[src/rtl/msr_ram.sv]
// generic single write port ram with registered read
`default_nettype none
module msr_ram #(
    parameter int WIDTH = 8,
    parameter int DEPTH = 16
) (
    input  wire logic                     i_clk,
    input  wire logic                     i_we,
    input  wire logic [$clog2(DEPTH)-1:0] i_waddr,
    input  wire logic [WIDTH-1:0]         i_wdata,
    input  wire logic [$clog2(DEPTH)-1:0] i_raddr,
    output logic      [WIDTH-1:0]         o_rdata
);
    logic [WIDTH-1:0] r_mem [DEPTH];

    always_ff @(posedge i_clk) begin
        if (i_we) begin
            r_mem[i_waddr] <= i_wdata;
        end
        o_rdata <= r_mem[i_raddr];
    end
endmodule
`default_nettype wire

[config.mk]
export PLATFORM = sky130hd
export DESIGN_NAME = msr_ram
export DESIGN_NICKNAME = d
export VERILOG_FILES = /design/src/rtl/msr_ram.sv
export SDC_FILE = /design/constraint.sdc
export NUM_CORES = 1
export LEC_CHECK = 0
export BUFFER_PORTS_ARGS = -buffer_cell sky130_fd_sc_hd__clkbuf_2
export CAP_MARGIN = 20
export CORE_ASPECT_RATIO = 1.1
export CORE_MARGIN = 3
export CORE_UTILIZATION = 55
export DETAILED_ROUTE_END_ITERATION = 8
export GPL_TIMING_DRIVEN = 0
export PLACE_DENSITY = 0.81
export SLEW_MARGIN = 20
export SYNTH_ARGS = -nofsm -noshare
export SYNTH_HDL_FRONTEND = slang
export SYNTH_SLANG_ARGS = --single-unit
export TNS_END_PERCENT = 5
[constraint.sdc]
create_clock -name i_clk -period 1.85 [get_ports i_clk]
set_input_delay 0 -clock i_clk [delete_from_list [all_inputs] [get_ports i_clk]]
set_output_delay 0 -clock i_clk [all_outputs]
set_load 0.03 [all_outputs]
==> flow_summary.yaml <==
run_status:
  status: "completed"
timing:
  hold_ws_ns: 0.005503
  setup_violations: 0
  maxSlewHeadroom: 0.4244
  hold_viol: 0
  fin_crit_sh: 0.8220
  layout_setup_ws_ns: 0.3293
  drv_slew: 0
  fmax_mhz: 657.6
  tightest_slew_ns: 0.8602
  rsz0062_at_grt: "false"
  tns_ns: 0
  finClkSkew_ns: 0.005217
  period_minus_slack_ns: 1.521
global_routing:
  globalRoute.totalOverflow: 0
  grt_pass1_wl_um: 15120
  grt_pass1_vias: 2572
  antenna_found_initial: 0
  grt_max_degree: 17
  grt_usage: 0.2082
min_path:
  whs_path_depth: 1
  min_path_type: "in2reg"
route:
  drc_errors: 0
  num_vias: 2478
  wl_per_cell_um: 25.07
  drtIter0Drc: 251
  first_pass_iters: 5
  vias_per_cell: 6.103
  finalWirelength_um: 10180
  drtAntennaViolNets: 0
floorplan:
  io_pins: 26
  start_util: 0.5714
  die_width_um: 98.24
  fp.coreArea_um2: 9009
  die_h_um: 107.5
  die-area_um2: 10560
  rows: 36
clock_tree:
  clock_path_buffers: 2
  htreeDepth: 4
  post_cts_buffers: 0
  cts-resized-gates: 0
  insertion_delay_ns: 0.52
  cts_tree: "yes"
  clk_pin_slew_worst_paths_ns: 0.06
  ctsHoldBuffers: 7
  ctsRootBufferMaster: "clkbuf_8"
  numCtsBuffers: 17
  cts.sinks: 136
finish:
  nNetsFinal: 297
  stdcell_count: 406
  syn2layout_area_growth_pct: 18.28
  antennaDiodeCount: 0
  fin_util: 0.6758
  drive_above_1_share: 0.2911
worst_setup_path:
  end_kind: "register"
  critPathKind: "reg2reg"
  cp_max_fo: 1
  worst_setup_path_start_kind: "register"
  crit_arrival_ns: 1.92
  required_ns: 2.25
  r2r_cells: 3
placed_design:
  dpl.cell_count: 367
  io_buffers: 24
  post-place-ws_ns: 0.2188
  hpwl_um: 6050
  place_congestion: 0.8413
synth:
  synth_area_um2: 5147
  synthFlopType: "edfxtp_1"
  synth_top_cell_area_share: 0.7467
  ys_types: 19
  synth_area_leader_cell: "edfxtp_1"
  seq_area_frac_synth: 0.7778
  netlist_top_cells_area: "edfxtp_1, mux4_2, mux4_1"
  ys_ff_latch: 136
  async_flop_share: 0
  synth_edf_count: 128
  yosysMostFrequentCell: "edfxtp_1"
  yosysWarningCount: 0
  yosys-top-cells-count: "edfxtp_1, mux4_2, a22oi_1"
  syn_inst: 229
  synth.net_count: 247
  postSynthAreaPerCell_um2: 22.48
power:
  ir_worst_vdd_v: 0.0008457
  leakage_nw: 2.066
  power_density_nw_per_um2: 1177
run:
  cap_viol_max_count: 0
[state kept, by name, summed over array words and instances, names as in the netlist]
register  cells
r_mem       128
o_rdata       8
[cell usage in the layout (no fill, tap or decap), types with 2 or more instances in the layout]
cell type / count
edfxtp_1: 128
bufinv_16: 3
buf_6: 3
nor2_1: 13
dlygate4sd3_1: 7
mux4_2: 18
clkbuf_1: 3
nand2_1: 9
nor3_2: 4
dfxtp_1: 8
clkbuf_2: 24
nand2b_1: 2
clkdlybuf4s25_2: 3
buf_2: 3
mux4_1: 14
nand3b_1: 2
a22oi_1: 16
clkbuf_8: 4
clkinv_2: 4
clkbuf_16: 16
[report_power, final]
group | switching (mW) | internal (mW) | leakage, nW
combinational | 0.238 | 0.146 | 0.553
sequential | 0.0184 | 3.45 | 1.22
clock | 1.17 | 2.15 | 0.289
total | 1.43 | 5.74 | 2.07
[metrics by stage]
step           cell area, µm²  total power, mW
4_1_cts                  6088            7.185
6_report                 6088            7.167
5_1_grt                  6088            7.340
2_1_floorplan            5147            3.739
3_5_place_dp             5430            3.895
3_3_place_gp             5410            3.872
[layout make-up]
| type | count | area [µm²] |
|---|---|---|
| Multi-Input combinational cell | 83 | 1077 |
| Timing Repair Buffer | 31 | 190.2 |
| Clock buffer | 23 | 466.7 |
| Sequential cell | 136 | 4004 |
| Clock inverter | 9 | 121.4 |
| Tap cell | 114 | 142.6 |
| Buffer | 10 | 86.33 |
| Fill cell | 549 | 2920 |
[per-layer routing]
| layer | vias to the layer above | global-route usage | wire [µm] |
|---|---|---|---|
| met4 | 0 | 0.08000 | 290 |
| met1 | 1242 | 0.2569 | 3833 |
| met2 | 140 | 0.3517 | 5236 |
| met5 | - | 0 | 0 |
| li1 | 1072 | - | - |
| met3 | 24 | 0.06092 | 819 |
[worst max-delay path, stage by stage (launching register included)]
cell	delay (ns)
edfxtp_1	0.37
mux4_1	0.57
a22oi_1	0.37
nand2_1	0.10
[cells by family after synthesis]
logic type,synth area share
compound gates,0.02334
buf+inv,0.01677
flops,0.7778
mux,0.1502
simple gates,0.03184
[final timing paths]
check / startpoint / to / slack, ns
worst min-delay path: i_wdata[1] / r_mem[3][1] / 0.006
worst min register to register: r_mem[12][2] / o_rdata[2] / 0.67
worst max-delay path: r_mem[2][2] / o_rdata[2] / 0.33
worst max register to register: r_mem[2][2] / o_rdata[2] / 0.33
(Power assumes the default switching activity.)
