File: config.mk
export PLATFORM = sky130hd
export DESIGN_NAME = msr_interp
export DESIGN_NICKNAME = d
export VERILOG_FILES = /design/src/rtl/msr_interp.sv
export SDC_FILE = /design/constraint.sdc
export NUM_CORES = 1
export LEC_CHECK = 0
export BUFFER_PORTS_ARGS = -buffer_cell sky130_fd_sc_hd__clkbuf_2
export CORE_UTILIZATION = 55
export CTS_CLUSTER_DIAMETER = 80
export CTS_CLUSTER_SIZE = 8
export DETAILED_ROUTE_END_ITERATION = 6
export MAX_ROUTING_LAYER = met4
export PLACE_DENSITY = 0.85
export SETUP_SLACK_MARGIN = 0.05
export SYNTH_ARGS = -nofsm -noshare
export SYNTH_HDL_FRONTEND = slang
export SYNTH_SLANG_ARGS = --single-unit
export TNS_END_PERCENT = 5
File: constraint.sdc
create_clock -name i_clk -period 6.1 [get_ports i_clk]
set_clock_uncertainty 0.05 [all_clocks]
set_input_delay 1.22 -clock i_clk [delete_from_list [all_inputs] [get_ports i_clk]]
set_output_delay 1.22 -clock i_clk [all_outputs]
set_load 0.05 [all_outputs]
File: src/rtl/msr_interp.sv
// bit-serial multiply and divide for one ramp interpolation
`default_nettype none
module msr_interp (
    input  wire logic               i_clk,
    input  wire logic               i_rst_n,
    input  wire logic               i_start,
    input  wire logic signed [15:0] i_a,
    input  wire logic signed [15:0] i_b,
    input  wire logic [31:0]        i_el,
    input  wire logic [31:0]        i_dur,
    output logic                    o_done,
    output logic signed [15:0]      o_pos
);
    localparam logic [1:0] PH_IDLE = 2'd0;
    localparam logic [1:0] PH_MUL  = 2'd1;
    localparam logic [1:0] PH_DIV  = 2'd2;
    localparam logic [1:0] PH_DONE = 2'd3;

    logic [1:0]         r_phase, n_phase;
    logic [3:0]         r_cnt, n_cnt;
    logic [47:0]        r_p, n_p;
    logic               r_neg, n_neg;
    logic signed [15:0] r_a, n_a;
    logic [31:0]        r_el, n_el;
    logic [31:0]        r_dur, n_dur;

    logic [16:0] w_diff, w_mag;
    logic [32:0] w_sum, w_t, w_tsub;
    logic        w_ge;
    logic [17:0] w_q, w_res;

    always_comb begin
        w_diff = {i_b[15], i_b} - {i_a[15], i_a};
        w_mag  = w_diff[16] ? (17'd0 - w_diff) : w_diff;
        w_sum  = {1'b0, r_p[47:16]} + (r_p[0] ? {1'b0, r_el} : 33'd0);
        w_t    = {r_p[47:16], r_p[15]};
        w_ge   = (w_t >= {1'b0, r_dur});
        w_tsub = w_t - {1'b0, r_dur};
        w_q    = {2'b00, r_p[15:0]};
        w_res  = {r_a[15], r_a[15], r_a} + (r_neg ? (18'd0 - w_q) : w_q);
        if ($signed(w_res) > $signed(18'sd32767)) begin
            o_pos = 16'sh7fff;
        end else if ($signed(w_res) < -$signed(18'sd32768)) begin
            o_pos = 16'sh8000;
        end else begin
            o_pos = w_res[15:0];
        end
        o_done = (r_phase == PH_DONE);
    end

    always_comb begin
        n_phase = r_phase;
        n_cnt   = r_cnt;
        n_p     = r_p;
        n_neg   = r_neg;
        n_a     = r_a;
        n_el    = r_el;
        n_dur   = r_dur;
        case (r_phase)
            PH_IDLE: begin
                if (i_start) begin
                    n_p     = {32'd0, w_mag[15:0]};
                    n_neg   = w_diff[16];
                    n_a     = i_a;
                    n_el    = i_el;
                    n_dur   = i_dur;
                    n_cnt   = 4'd0;
                    n_phase = PH_MUL;
                end
            end
            PH_MUL: begin
                n_p   = {w_sum, r_p[15:1]};
                n_cnt = r_cnt + 4'd1;
                if (r_cnt == 4'd15) begin
                    n_phase = PH_DIV;
                end
            end
            PH_DIV: begin
                n_p   = {(w_ge ? w_tsub[31:0] : w_t[31:0]), r_p[14:0], w_ge};
                n_cnt = r_cnt + 4'd1;
                if (r_cnt == 4'd15) begin
                    n_phase = PH_DONE;
                end
            end
            default: begin
                n_phase = PH_IDLE;
            end
        endcase
    end

    always_ff @(posedge i_clk) begin
        if (!i_rst_n) begin
            r_phase <= PH_IDLE;
            r_cnt   <= 4'd0;
        end else begin
            r_phase <= n_phase;
            r_cnt   <= n_cnt;
        end
        r_p   <= n_p;
        r_neg <= n_neg;
        r_a   <= n_a;
        r_el  <= n_el;
        r_dur <= n_dur;
    end
endmodule
`default_nettype wire

==> impl_metrics.yaml, run 1 <==
floorplanning:
  start_util_pct: 56.2
  core_area_mm2: 0.0202
  die_x_um: 146
  die-area_mm2: 0.0213
  rows: 52
  fp.dieH_um: 146
  boundaryPins: 116
synthesis:
  ys_seq_elements: 135
  synth_warnings: 0
  ys_types: 85
  synth-seq-area-share_pct: 35.1
  synthFlopType: "edfxtp_1"
  synth-async-reset-ratio_pct: 0
  synth_top_area_cell: "edfxtp_1"
  synth_top_cells_by_area: "edfxtp_1, ha_1, xnor2_1, a21oi_1, a21o_1"
  synth.cell_area_mm2: 0.0114
  synthTopCellsByCount: "edfxtp_1, ha_1, a21oi_1"
  synth_cells: 1215
  avgSynthCellArea_um2: 9.36
  synth_edf_count: 129
  synth.most_common_cell: "edfxtp_1"
  synth_top_area_share_pct: 34.1
  syn-num-nets: 1423
critical_path:
  cp-endpoint: "o_pos[1]"
  r2r_slack_ns: 2.08
  cpMaxStageDelayCell: "or4_1"
  cpPeakStageDelay_ns: 0.60
  worst-r2r-cell-count: 13
  cp_cell_sequence: "or4_1 -> nor3_2 -> nand3_1 -> or2_2 -> o21ai_0 -> xnor2_1 -> ha_1 -> or2_2 -> a21oi_1 -> a31oi_1 -> a2111oi_1 -> a21o_1 -> nor2_2 -> or2_2 -> clkbuf_2"
  rr_endpoint: "r_p[45]"
  endpoint_kind: "output port"
  worst-setup-path-type: "flip-flop to output port"
  crit_family: "simple AND/OR/NAND/NOR gates"
  cp.required_ns: 4.83
  worstPathArrival_ns: 4.59
  path_max_fanout: 15
  cp.depth: 15
  startpoint_type: "flip-flop"
  cp.buffers_inverters: 1
  crit_start: "r_p[5]"
  path_common_cell: "or2_2"
  r2r_start: "r_p[0]"
routing:
  vias_per_cell: 6.10
  routed-via-count: 9789
  route.detailed.drc: 1
  dr.pass1.iters: 7
  drtAntennaViolNets: 0
  first_iter_violations: 914
  wl_mm: 28.1
  wl_per_cell_um: 17.5
clock_tree:
  root_buffer: "clkbuf_16"
  cts_tree: "yes"
  htreeDepth: 4
  ctsHoldBuffers: 0
  clk_pin_slew_ns: 0.06
  clock_sinks: 135
  cts_buffer_depth: 2
  cts_made_buffers: 17
  clock_latency_ns: 0.43
final_layout:
  fin_util_pct: 63.0
  area_growth_pct: 12.1
  antenna_cells: 0
  nNetsFinal: 1529
  n_fill_cell: 1636
  drive_gt1_share_pct: 14.5
sta:
  min_period_over_period_pct: 96.1
  worstMarginPinSlew_ns: 1.18
  setup_violations: 0
  final_max_slew_viol_count: 0
  slew_headroom_pct: 21.0
  tns_ns: 0
  hold_viol: 0
  max_freq_mhz: 171
  rsz0062_at_grt: "no"
  timing.final.crit_period_ns: 5.86
job:
  maxCapViolations: 0
min_path:
  hold_path.class: "flip-flop to flip-flop"
  hold-path-cell-count: 2
global_routing:
  grt_max_degree: 82
  grt_pass1_vias: 9258
  grt_pass1_wl_mm: 45.6
  antenna_found_initial: 0
  overflow: 0
  gr-usage-all-layers_pct: 27.6
placed_design:
  portBuffers: 115
  gp_congestion: 0.951
  dp_hpwl_mm: 20.7
status:
  violations: "design-rule violations"
  status: "finished with violations"
metal layers:
metal  global-route usage (%)  routed length, µm
met3                     4.70               1870
met1                     36.2              12500
met2                     43.6              13000
met4                     8.63                661
met5                        -                  0
kinds of logic (layout without fill, tap and decap cells):
| family | count (synthesis) | after routing | share of synthesized area (%) |
|---|---|---|---|
| flip-flops | 135 | 135 | 35.1 |
| multiplexers | 18 | 18 | 1.58 |
| AO/OA/AOI/OAI | 392 | 392 | 23.3 |
| AND/OR/NAND/NOR | 347 | 347 | 15.9 |
| buffers and inverters | 122 | 241 | 4.68 |
| adder cells (fa/ha/maj) | 109 | 109 | 12.3 |
| XOR/XNOR | 92 | 92 | 7.09 |
worst min path at each step:
| stage | endpoint | startpoint | slack (ns) |
|---|---|---|---|
| after floorplan | r_cnt[1] | r_cnt[1] | 0.41 |
| after CTS | r_cnt[1] | r_cnt[1] | 0.45 |
| final | r_cnt[1] | r_cnt[1] | 0.44 |
| after global routing | r_cnt[1] | r_cnt[1] | 0.48 |
| after global placement | r_cnt[1] | r_cnt[1] | 0.42 |
| after detailed placement | r_cnt[1] | r_cnt[1] | 0.44 |
layout make-up:
type                            instances  area (µm²)  area share (%)
Timing Repair Buffer                  125         651            5.10
Clock buffer                           18         439            3.44
Clock inverter                         14         148            1.16
Sequential cell                       135        3990            31.3
Inverter                               84         315            2.47
Tap cell                              270         338            2.65
Multi-Input combinational cell        958        6870            53.9
cells in the final DEF, fill, tap and decap left out, drive strengths merged, types with 7 or more instances in the layout:
cell type,n
buf,10
nor3,27
and2,45
xnor2,61
nand3,30
nand4,14
xor2,31
edfxtp,129
o31ai,11
ha,105
or3,8
and3,15
or2,7
a21boi,9
o21a,17
o22ai,18
o21ai,70
a211oi,13
a31oi,13
a21o,42
a21oi,104
o21bai,10
nor2b,12
nand2b,16
inv,88
o211ai,9
nand2,79
a221oi,15
clkbuf,133
mux2i,18
nor2,71
o32ai,7
through the flow:
stage                     hold slack [ns]  std cells  cell area (µm²)  setup WS (ns)
after floorplan                     0.408       1215            11400          0.592
after global placement              0.422       1566            12100          0.644
after detailed placement            0.437       1566            12100          0.461
after CTS                           0.446       1598            12700         0.0652
after global routing                0.478       1604            12800         0.0607
final                               0.444       1604            12800          0.241
flip-flops by register name, indices dropped and copies added (netlist names):
signal	count
r_el	32
r_dur	32
r_cnt	4
r_p	48
r_a	16
r_phase	2
r_neg	1
what timing repair did:
item                                    4_1_cts  5_1_grt
setup buffers                                 0        6
endpoints found under the hold margin         0        0
pin swaps                                     0        1
gates resized for setup                       1        3
endpoints found under the setup margin        4       15
gates cloned                                  0        0
worst register-to-register path, delay by kind of cell (launching register included):
family                   cells  cell delay (ns)
AND/OR/NAND/NOR              2             0.44
AO/OA/AOI/OAI                7             1.71
XOR/XNOR                     1             0.15
flip-flops                   1             0.40
adder cells (fa/ha/maj)      2             0.68
buffers and inverters        1             0.28
Power of run 1 is not shown: default switching activity piles up to over one toggle a cycle in this logic, so the estimate is an artifact.
==> run 2: changes to the inputs <==
--- a/config.mk
+++ b/config.mk
@@ -6,12 +6,12 @@
 export NUM_CORES = 1
 export LEC_CHECK = 0
 export BUFFER_PORTS_ARGS = -buffer_cell sky130_fd_sc_hd__clkbuf_2
-export CORE_UTILIZATION = 55
+export CORE_UTILIZATION = 45
 export CTS_CLUSTER_DIAMETER = 80
 export CTS_CLUSTER_SIZE = 8
 export DETAILED_ROUTE_END_ITERATION = 6
 export MAX_ROUTING_LAYER = met4
-export PLACE_DENSITY = 0.85
+export PLACE_DENSITY = 0.74
 export SETUP_SLACK_MARGIN = 0.05
 export SYNTH_ARGS = -nofsm -noshare
 export SYNTH_HDL_FRONTEND = slang
==> run 2 against run 1 <==
  * The run now ends clean
  * First-iteration DRC count down 17%
  * Routed wire length grew 1.8%
  * Flip-flop and latch count stayed put
  * Critical endpoint unchanged
==> impl_metrics.yaml, run 2 (synthesis results as in run 1) <==
final_layout:
  layout_commonest_cell: "edfxtp_1"
  largest_reg_flops: 48
  layout_common_cells: "edfxtp_1, clkbuf_2, ha_1"
  area_growth_pct: 13.2
  regArea_mm2: 0.00399
  reg.largest.list: "r_p x48, r_dur x32, r_el x32"
  largest-register: "r_p"
  multi_input_area_mm2: 0.00688
  n_fill_cell: 2268
  nNetsFinal: 1531
  antenna_cells: 0
  drive_gt1_share_pct: 14.7
routing:
  wl_met3_mm: 1.54
  top_layer: "met4"
  dr.pass1.iters: 5
  first_iter_violations: 755
  routed-via-count: 9795
  wl_met2_mm: 12.8
  wl_met1_mm: 13.3
  wl_mm: 28.6
  drtAntennaViolNets: 0
  wl_per_cell_um: 17.2
  vias_per_cell: 5.90
  route.detailed.drc: 0
sta:
  max_freq_mhz: 173
  final_max_slew_viol_count: 0
  hold_viol: 0
  slew_headroom_pct: 25.6
  worstMarginPinSlew_ns: 1.11
  setup_violations: 0
  min_period_over_period_pct: 94.9
  timing.final.crit_period_ns: 5.79
  tns_ns: 0
  rsz0062_at_grt: "no"
floorplanning:
  die-area_mm2: 0.0259
  core_area_mm2: 0.0245
  fp.dieH_um: 161
  rows: 57
  start_util_pct: 46.3
  die_x_um: 161
  boundaryPins: 116
global_routing:
  antenna_found_initial: 0
  grt_max_degree: 82
  grt_pass1_vias: 9220
  overflow: 0
  gr-usage-all-layers_pct: 22.7
  grt_pass1_wl_mm: 45.7
placed_design:
  gp_congestion: 0.912
  portBuffers: 115
  dp_hpwl_mm: 21.2
critical_path:
  startpoint_type: "flip-flop"
  r2r_slack_ns: 2.04
  crit_start: "r_p[6]"
  endpoint_kind: "output port"
  r2r_start: "r_p[0]"
  rr_endpoint: "r_p[45]"
  worst-setup-path-type: "flip-flop to output port"
  worst-r2r-cell-count: 13
  cp-endpoint: "o_pos[1]"
  cp.required_ns: 4.83
  worstPathArrival_ns: 4.52
  path_max_fanout: 15
clock_tree:
  clock_latency_ns: 0.44
  root_buffer: "clkbuf_16"
  clk_pin_slew_ns: 0.06
  cts_made_buffers: 17
  clock_sinks: 135
  htreeDepth: 4
  cts_buffer_depth: 2
  cts_tree: "yes"
job:
  maxCapViolations: 0
min_path:
  hold_path.class: "flip-flop to flip-flop"
status:
  status: "completed"
## run 2: worst min path at each step
stage | from | to | slack (ns) | depth (start not counted)
floorplan | r_cnt[1] | r_cnt[1] | 0.41 | 2
global placement | r_cnt[1] | r_cnt[1] | 0.43 | 2
detailed placement | r_cnt[1] | r_cnt[1] | 0.43 | 2
CTS | r_cnt[1] | r_cnt[1] | 0.44 | 2
global route | r_cnt[1] | r_cnt[1] | 0.47 | 2
finish | r_cnt[1] | r_cnt[1] | 0.44 | 2
## run 2: metrics by stage
| stage | std cells | area (µm²) | hold slack, ns | setup WS, ns | utilization (%) |
|---|---|---|---|---|---|
| detailed placement | 1621 | 12200 | 0.429 | 0.462 | 49.7 |
| global route | 1660 | 12900 | 0.472 | 0.0813 | 52.5 |
| CTS | 1653 | 12800 | 0.438 | 0.0147 | 52.2 |
| floorplan | 1215 | 11400 | 0.408 | 0.592 | - |
| global placement | 1621 | 12200 | 0.425 | 0.612 | 49.7 |
| finish | 1660 | 12900 | 0.438 | 0.310 | 52.5 |
## run 2: repair_timing
item                                    4_1_cts  5_1_grt
hold endpoints to repair                      0        0
gates resized for setup                       1        7
endpoints found under the setup margin       10       15
pin swaps                                     0        1
hold buffers                                  0        0
buffers inserted                              0        7
## run 2: layout make-up
class,count,area share [%]
timing repair buffer,127,5.17
clock inverter,15,1.47
tap,324,3.15
clock buffer,17,3.30
inverter,84,2.45
multi-input combinational,958,53.4
sequential,135,31.0
## run 2: routing by layer
metal  vias up  global-route usage (%)
li1       4780                       -
met1      4601                    30.1
met2       347                    34.2
met3        67                    3.07
met4         0                    10.5
met5         -                       -
## run 2: critical path, cell delays in order (launching register included)
cell and delay (ns):
edfxtp_1 0.47, or4_1 0.62, nor3_2 0.15, nand3_1 0.11, or2_2 0.30, o21ai_0 0.19, xnor2_1 0.16, ha_1 0.31
or2_2 0.29, a21oi_1 0.15, a31oi_1 0.11, a2111oi_2 0.35, a21o_1 0.26, nor2_4 0.11, or2_2 0.30, buf_2 0.21
Power of run 2 is left out for the same reason.
